<file path="src/gca_pkg.sv">
// ----------------------------------------------------------------------------
// GPS C/A code generator package
// Shared types, constants and the G2 delay lookup of the C/A code generator.
// ----------------------------------------------------------------------------
package gca_pkg;

    localparam int C_CODE_LENGTH = 1023;
    localparam int C_REG_WIDTH   = 10;
    localparam int C_PRN_WIDTH   = 8;
    localparam int C_PRN_COUNT   = 210;

    typedef logic [C_REG_WIDTH-1:0] t_lfsr;
    typedef logic [C_PRN_WIDTH-1:0] t_prn;

    typedef enum logic [1:0] {
        ST_RUN,
        ST_ALIGN
    } t_state;

    typedef struct packed {
        logic load;
        logic step_g2;
        logic emit;
    } t_ctrl_cmd;

    typedef struct packed {
        logic aligned;
        logic count_zero;
        logic out_free;
    } t_dp_status;

    localparam logic [C_REG_WIDTH-1:0] C_G2_DELAY [C_PRN_COUNT] = '{
          5,   6,   7,   8,  17,  18, 139, 140, 141, 251,
        252, 254, 255, 256, 257, 258, 469, 470, 471, 472,
        473, 474, 509, 512, 513, 514, 515, 516, 859, 860,
        861, 862, 863, 950, 947, 948, 950,  67, 103,  91,
         19, 679, 225, 625, 946, 638, 161,1001, 554, 280,
        710, 709, 775, 864, 558, 220, 397,  55, 898, 759,
        367, 299,1018, 729, 695, 780, 801, 788, 732,  34,
        320, 327, 389, 407, 525, 405, 221, 761, 260, 326,
        955, 653, 699, 422, 188, 438, 959, 539, 879, 677,
        586, 153, 792, 814, 446, 264,1015, 278, 536, 819,
        156, 957, 159, 712, 885, 461, 248, 713, 126, 807,
        279, 122, 197, 693, 632, 771, 467, 647, 203, 145,
        175,  52,  21, 237, 235, 886, 657, 634, 762, 355,
       1012, 176, 603, 130, 359, 595,  68, 386, 797, 456,
        499, 883, 307, 127, 211, 121, 118, 163, 628, 853,
        484, 289, 811, 202,1021, 463, 568, 904, 670, 230,
        911, 684, 309, 644, 932,  12, 314, 891, 212, 185,
        675, 503, 150, 395, 345, 846, 798, 992, 357, 995,
        877, 112, 144, 476, 193, 109, 445, 291,  87, 399,
        292, 901, 339, 208, 711, 189, 263, 537, 663, 942,
        173, 900,  30, 500, 935, 556, 373,  85, 652, 310
    };

    // A PRN outside the table has no delay.
    function automatic t_lfsr g2_delay(input t_prn prn);
        t_lfsr delay;
        delay = '0;
        if (prn >= C_PRN_WIDTH'(1) && prn <= C_PRN_WIDTH'(C_PRN_COUNT)) begin
            delay = C_G2_DELAY[prn - C_PRN_WIDTH'(1)];
        end
        return delay;
    endfunction

endpackage

</file>
<file path="src/gps_ca_code_generator_core.sv">
// A plain item gives its chip in the cycle after acceptance; one item per cycle while
// the output is free. A restart item, and the first item after reset, reloads both
// registers and then steps G2 once per cycle, CODE_LENGTH minus the PRN delay steps
// (none when the PRN has no delay), before its chip is registered once the output
// is free; no item is accepted meanwhile.
// Reset is synchronous and active low; the PRN register resets to 1.
// ----------------------------------------------------------------------------
// GPS C/A code generator core
// Streams the L1 C/A Gold code of the configured PRN, one chip per item.
// ----------------------------------------------------------------------------
module gps_ca_code_generator_core
    import gca_pkg::*;
#(
    parameter int CODE_LENGTH = C_CODE_LENGTH
) (
    input  logic       i_clk,
    input  logic       i_rst_n,
    input  logic       i_cfg_we,
    input  logic [7:0] i_cfg_wdata,      // prn_number
    input  logic       s_axis_tvalid,
    output logic       s_axis_tready,
    input  logic [7:0] s_axis_tdata,     // [0] restart, [7:1] zero
    output logic       m_axis_tvalid,
    input  logic       m_axis_tready,
    output logic [7:0] m_axis_tdata,     // [0] chip, [7:1] zero
    output logic [0:0] m_axis_tuser      // [0] epoch_start
);

    t_ctrl_cmd  w_cmd;
    t_dp_status w_status;
    t_state     w_state;
    logic       w_chip;
    logic       w_epoch;

    gca_ctrl u_ctrl (
        .i_clk       (i_clk),
        .i_rst_n     (i_rst_n),
        .i_s_valid   (s_axis_tvalid),
        .i_s_restart (s_axis_tdata[0]),
        .i_status    (w_status),
        .o_s_ready   (s_axis_tready),
        .o_cmd       (w_cmd),
        .o_state     (w_state)
    );

    gca_datapath #(
        .CODE_LENGTH (CODE_LENGTH)
    ) u_datapath (
        .i_clk         (i_clk),
        .i_rst_n       (i_rst_n),
        .i_cfg_we      (i_cfg_we),
        .i_cfg_wdata   (i_cfg_wdata),
        .i_cmd         (w_cmd),
        .i_m_ready     (m_axis_tready),
        .o_status      (w_status),
        .o_m_valid     (m_axis_tvalid),
        .o_chip        (w_chip),
        .o_epoch_start (w_epoch)
    );

    assign m_axis_tdata = {7'd0, w_chip};
    assign m_axis_tuser = w_epoch;

`ifndef SYNTHESIS
    a_emit_free: assert property (@(posedge i_clk) disable iff (!i_rst_n)
        w_cmd.emit |-> w_status.out_free)
        else $error("chip emitted while output item still pending");

    a_step_count: assert property (@(posedge i_clk) disable iff (!i_rst_n)
        w_cmd.step_g2 |-> !w_status.count_zero && w_state == ST_ALIGN)
        else $error("G2 stepped with alignment count exhausted");

    a_load_blocks: assert property (@(posedge i_clk) disable iff (!i_rst_n)
        w_cmd.load |=> !s_axis_tready && w_status.aligned)
        else $error("input taken during G2 alignment");
`endif

endmodule

</file>
<file path="src/gca_ctrl.sv">
// ----------------------------------------------------------------------------
// GPS C/A code generator controller
// Accepts items and sequences the reload, G2 alignment and chip emission.
// ----------------------------------------------------------------------------
module gca_ctrl
    import gca_pkg::*;
(
    input  logic       i_clk,
    input  logic       i_rst_n,
    input  logic       i_s_valid,
    input  logic       i_s_restart,
    input  t_dp_status i_status,
    output logic       o_s_ready,
    output t_ctrl_cmd  o_cmd,
    output t_state     o_state
);

    t_state r_state;
    t_state n_state;

    always_ff @(posedge i_clk) begin
        if (!i_rst_n) begin
            r_state <= ST_RUN;
        end else begin
            r_state <= n_state;
        end
    end

    always_comb begin
        n_state   = r_state;
        o_s_ready = 1'b0;
        o_cmd     = '0;
        case (r_state)
            ST_RUN: begin
                o_s_ready = i_status.out_free;
                if (i_s_valid && i_status.out_free) begin
                    if (i_s_restart || !i_status.aligned) begin
                        o_cmd.load = 1'b1;
                        n_state    = ST_ALIGN;
                    end else begin
                        o_cmd.emit = 1'b1;
                    end
                end
            end
            ST_ALIGN: begin
                if (!i_status.count_zero) begin
                    o_cmd.step_g2 = 1'b1;
                end else if (i_status.out_free) begin
                    o_cmd.emit = 1'b1;
                    n_state    = ST_RUN;
                end
            end
            default: begin
                n_state = ST_RUN;
            end
        endcase
    end

    assign o_state = r_state;

endmodule

</file>
<file path="src/gca_datapath.sv">
// ----------------------------------------------------------------------------
// GPS C/A code generator datapath
// G1 and G2 shift registers, chip position, alignment counter and output item.
// ----------------------------------------------------------------------------
module gca_datapath
    import gca_pkg::*;
#(
    parameter int CODE_LENGTH = C_CODE_LENGTH
) (
    input  logic       i_clk,
    input  logic       i_rst_n,
    input  logic       i_cfg_we,
    input  t_prn       i_cfg_wdata,
    input  t_ctrl_cmd  i_cmd,
    input  logic       i_m_ready,
    output t_dp_status o_status,
    output logic       o_m_valid,
    output logic       o_chip,
    output logic       o_epoch_start
);

    localparam int P_W = $clog2(CODE_LENGTH);

    t_prn           r_prn;
    t_lfsr          r_g1;
    t_lfsr          r_g2;
    logic [P_W-1:0] r_pos;
    logic [P_W-1:0] r_count;
    logic           r_aligned;
    logic           r_m_valid;
    logic           r_chip;
    logic           r_epoch;

    t_lfsr          n_g1;
    t_lfsr          n_g2;
    t_lfsr          w_delay;
    logic [P_W-1:0] w_steps;
    logic           w_fb1;
    logic           w_fb2;

    assign w_fb1 = r_g1[2] ^ r_g1[9];
    assign w_fb2 = r_g2[1] ^ r_g2[2] ^ r_g2[5] ^ r_g2[7] ^ r_g2[8] ^ r_g2[9];
    assign n_g1  = {r_g1[C_REG_WIDTH-2:0], w_fb1};
    assign n_g2  = {r_g2[C_REG_WIDTH-2:0], w_fb2};

    assign w_delay = g2_delay(r_prn);
    assign w_steps = (w_delay == '0) ? '0 : P_W'(CODE_LENGTH - int'(w_delay));

    always_ff @(posedge i_clk) begin
        if (!i_rst_n) begin
            r_prn     <= C_PRN_WIDTH'(1);
            r_g1      <= '1;
            r_g2      <= '1;
            r_pos     <= '0;
            r_count   <= '0;
            r_aligned <= 1'b0;
            r_m_valid <= 1'b0;
        end else begin
            if (i_cfg_we) begin
                r_prn <= i_cfg_wdata;
            end
            if (i_cmd.load) begin
                r_g1      <= '1;
                r_g2      <= '1;
                r_pos     <= '0;
                r_count   <= w_steps;
                r_aligned <= 1'b1;
            end else if (i_cmd.step_g2) begin
                r_g2    <= n_g2;
                r_count <= r_count - P_W'(1);
            end else if (i_cmd.emit) begin
                r_g1 <= n_g1;
                r_g2 <= n_g2;
                if (r_pos == P_W'(CODE_LENGTH - 1)) begin
                    r_pos <= '0;
                end else begin
                    r_pos <= r_pos + P_W'(1);
                end
            end
            r_m_valid <= i_cmd.emit | (r_m_valid & ~i_m_ready);
        end
    end

    always_ff @(posedge i_clk) begin
        if (i_cmd.emit) begin
            r_chip  <= r_g1[C_REG_WIDTH-1] ^ r_g2[C_REG_WIDTH-1];
            r_epoch <= (r_pos == '0);
        end
    end

    assign o_status.aligned    = r_aligned;
    assign o_status.count_zero = (r_count == '0);
    assign o_status.out_free   = ~r_m_valid | i_m_ready;
    assign o_m_valid           = r_m_valid;
    assign o_chip              = r_chip;
    assign o_epoch_start       = r_epoch;

endmodule

</file>
<file path="config.mk">
export PLATFORM = sky130hd
export DESIGN_NAME = gps_ca_code_generator_core
export DESIGN_NICKNAME = d
export VERILOG_FILES = /design/src/gca_pkg.sv /design/src/gps_ca_code_generator_core.sv /design/src/gca_ctrl.sv /design/src/gca_datapath.sv
export SDC_FILE = /design/constraint.sdc
export NUM_CORES = 1
export LEC_CHECK = 0
export BUFFER_PORTS_ARGS = -buffer_cell sky130_fd_sc_hd__buf_4
export CORE_ASPECT_RATIO = 1.5
export CORE_MARGIN = 2
export CORE_UTILIZATION = 40
export CTS_BUF_LIST = sky130_fd_sc_hd__clkbuf_4
export DETAILED_ROUTE_END_ITERATION = 7
export GPL_TIMING_DRIVEN = 0
export RECOVER_POWER = 100
export SLEW_MARGIN = 25
export SYNTH_ARGS = -nofsm -noshare
export SYNTH_HDL_FRONTEND = slang
export SYNTH_HIERARCHICAL = 1
export SYNTH_SLANG_ARGS = --single-unit
</file>
<file path="constraint.sdc">
create_clock -name i_clk -period 5.73 [get_ports i_clk]
set_clock_uncertainty 0.05 [all_clocks]
set_input_delay 1.4325 -clock i_clk [delete_from_list [all_inputs] [get_ports i_clk]]
set_output_delay 1.4325 -clock i_clk [all_outputs]
set_load 0.05 [all_outputs]
</file>
==> results by group <==
Outcome
  • Status: completed

Final layout
  • Layout Nets: 1049
  • Fraction of layout cells with a size suffix above 1: 0.1252
  • P&R area growth vs syn: 9.227%
  • Post-route cell area: 7287 µm²
  • # fillers: 1722

Clock network
  • Postcts setup bufs: 0
  • Clk pin slew, worst setup/hold paths: 160 ps
  • CTS Root Cell: clkbuf_4
  • Hold-fix buffers at CTS: 0
  • CTS tree: done
  • Clock latency on the worst-skew pair: 400 ps
  • H-tree depth: 2
  • Cts bufs inserted: 5
  • Maximum clock path buffer count: 2
  • Total clock sinks: 53

Global routing
  • Grt total ovfl: 0
  • GR Util All Layers: 0.4798
  • Vias in the first global route: 8327
  • Largest net degree at the start of global routing: 19
  • Initial antenna violation count: 3
  • Met3 Track Usage GR: 0.2067
  • First-pass GRT wire length: 59750 µm
  • Top Usage Layer GRT: met2
  • Met1 usage: 0.5214
  • Met2 usage: 0.6866

Placement
  • Area post-placement: 7078 µm²
  • Count of input and output buffers: 16
  • DPL Wire Length: 30360 µm
  • GPL Wtd Cong: 1.125
  • Post-Place Setup Slack: -1978 ps

Detailed routing
  • Drt via density: 7.382
  • DR vias: 8969
  • Routed len/inst: 34.72 µm
  • WL final: 42190 µm
  • DRC: 0
  • Post-DRT Antenna Nets: 0
  • Drt pass-1 iters: 7
  • Iter 0 DRT Violations: 1546

Power and ir drop
  • Clock Power Share: 0.109
  • Max VDD drop: 281.8 µV
  • Internal power: 0.9203 mW
  • Seq pwr share: 0.243
  • NetSw: 1.069 mW
  • Comb pwr share: 0.647
  • Cell leakage power: 2.713 nW
  • Power density over the cells: 272.9 nW/µm²
  • Design Power: 1.989 mW
  • Switching Fraction: 0.5373

Synth
  • Cell count after synthesis: 977
  • Synth Cell Area: 6671 µm²
  • Synth warnings: 6
  • Post-Syn Area per Cell: 6.828 µm²

Floorplanning
  • Die Wd: 109.4 µm
  • DIE AREA: 17750 µm²
  • # IOs: 32
  • Core box area: 16260 µm²
  • Die H: 162.2 µm
  • Row cnt: 57
  • Initial core utilization: 0.4103

STA
  • Slew @ Worst Pin: 1177 ps
  • Fin worst setup slack: 73.62 ps
  • Peak Freq: 0.1768 GHz
  • Final setup viols: 0
  • Pins Over Slew Limit: 0
  • Final worst path period share: 0.9872
  • Hold slack: 429.5 ps
  • Unrepaired setup endpoints after global routing: false
  • Slew headroom: 0.2088
  • Final hold viol count: 0
  • Min cycle time layout: 5656 ps

Critical path
  • Crit Path Max Fanout: 18
  • R2R Setup Slk: 70 ps
  • Critical path required time: 5970 ps
  • Worst setup SP type: register
  • Slowest CP cell: or4b_4
  • Worst Path Buf+Inv: 9
  • CP max stage delay: 570 ps
  • Cell Chain, Critical Path: buf_6, inv_1, buf_6, ha_1, buf_6, clkinvlp_4, ha_4, clkbuf_4, clkbuf_4, buf_4, clkbuf_4, nand3_1, a31oi_1, a2111oi_0, a41oi_2, o21ai_1, or4b_4, nor4_2, o32ai_1
  • Critical Path AT: 5890 ps
  • Top Family by Delay on Critical Path: buffers and inverters
  • CP endpoint kind: register
  • Setup Crit Path Kind: register to register

Min path
  • Hold Path Class: register to register

Run
  • Maxcap violations: 0
## routing by layer
metal  share of wire  up-vias
met4            0.13        0
li1                -     3690
met2            0.41      877
met3            0.14      313
met5               0        -
met1            0.31     4089
## flip-flops by register name, summed over array words and instances, names as in the netlist
| signal | count |
|---|---|
| u_datapath/o_m_valid | 1 |
| u_datapath/o_epoch_start | 1 |
| u_datapath/r_prn | 8 |
| u_datapath/r_g2 | 10 |
| u_datapath/r_g1 | 10 |
| u_ctrl/o_state | 1 |
| u_datapath/r_count | 10 |
| u_datapath/r_aligned | 1 |
| u_datapath/o_chip | 1 |
| u_datapath/r_pos | 10 |
## cell usage in the layout, fill, tap and decap left out, types with 14 or more instances in the layout
master and count:
nand2_1 131, nor2_1 84, a21oi_1 76, o21ai_0 60
nand3_1 55, dfxtp_1 49, clkbuf_1 33, buf_2 28
nor3_1 25, buf_4 24, nor2b_1 23, ha_1 22
a31oi_1 20, o211ai_1 18, xnor2_1 17, inv_1 16
mux2i_1 16, clkbuf_4 14
## worst reg2reg max path: stages (launching register included)
cell	delay, ps
dfxtp_2	440
buf_6	210
inv_1	160
buf_6	230
ha_1	240
buf_6	230
clkinvlp_4	220
ha_4	400
clkbuf_4	230
clkbuf_4	260
buf_4	240
clkbuf_4	290
nand3_1	100
a31oi_1	200
a2111oi_0	180
a41oi_2	550
o21ai_1	290
or4b_4	570
nor4_2	300
o32ai_1	130
## per-stage QoR
stage | util | instances | TNS [ps]
2_1_floorplan | - | 983 | 0
3_3_place_gp | 0.4349 | 1205 | -21260
3_5_place_dp | 0.4353 | 1205 | -19330
4_1_cts | 0.4448 | 1212 | 0
5_1_grt | 0.4481 | 1215 | 0
6_report | 0.4481 | 1215 | 0
## what timing repair did
item | in CTS | in global routing
pin swaps | 0 | 1
setup endpoints to repair | 10 | 10
resized for setup | 33 | 22
## path summary, 6_finish.rpt
path,from,endpoint,cells after the start
worst min-delay path,u_datapath/r_g1[3],u_datapath/r_g1[4],2
worst max-delay path,u_datapath/r_prn[0],u_datapath/r_count[1],19
worst min register to register,u_datapath/r_g1[3],u_datapath/r_g1[4],2
worst max register to register,u_datapath/r_prn[0],u_datapath/r_count[1],19
## cell type report
type                            instances  area [µm²]  area share
Inverter                               20       83.83     0.01150
Antenna cell                            3       7.507    0.001030
Clock buffer                            5       37.54    0.005151
Tap cell                              206       257.7     0.03537
Multi-Input combinational cell        810        5099      0.6997
Sequential cell                        53        1086      0.1490
Timing Repair Buffer                   17       112.6     0.01545
Buffer                                 98       558.0     0.07658
Clock inverter                          3       45.04    0.006181
## power by group through the flow
stage          combinational [mW]  clock [mW]  sequential, mW
5_1_grt                      1.33       0.230           0.491
3_5_place_dp                 1.16           0           0.490
4_1_cts                      1.18       0.219           0.483
2_1_floorplan               0.764           0           0.483
3_3_place_gp                 1.18           0           0.488
6_report                     1.29       0.217           0.484
No activity file was read; power rests on OpenSTA's default activity.
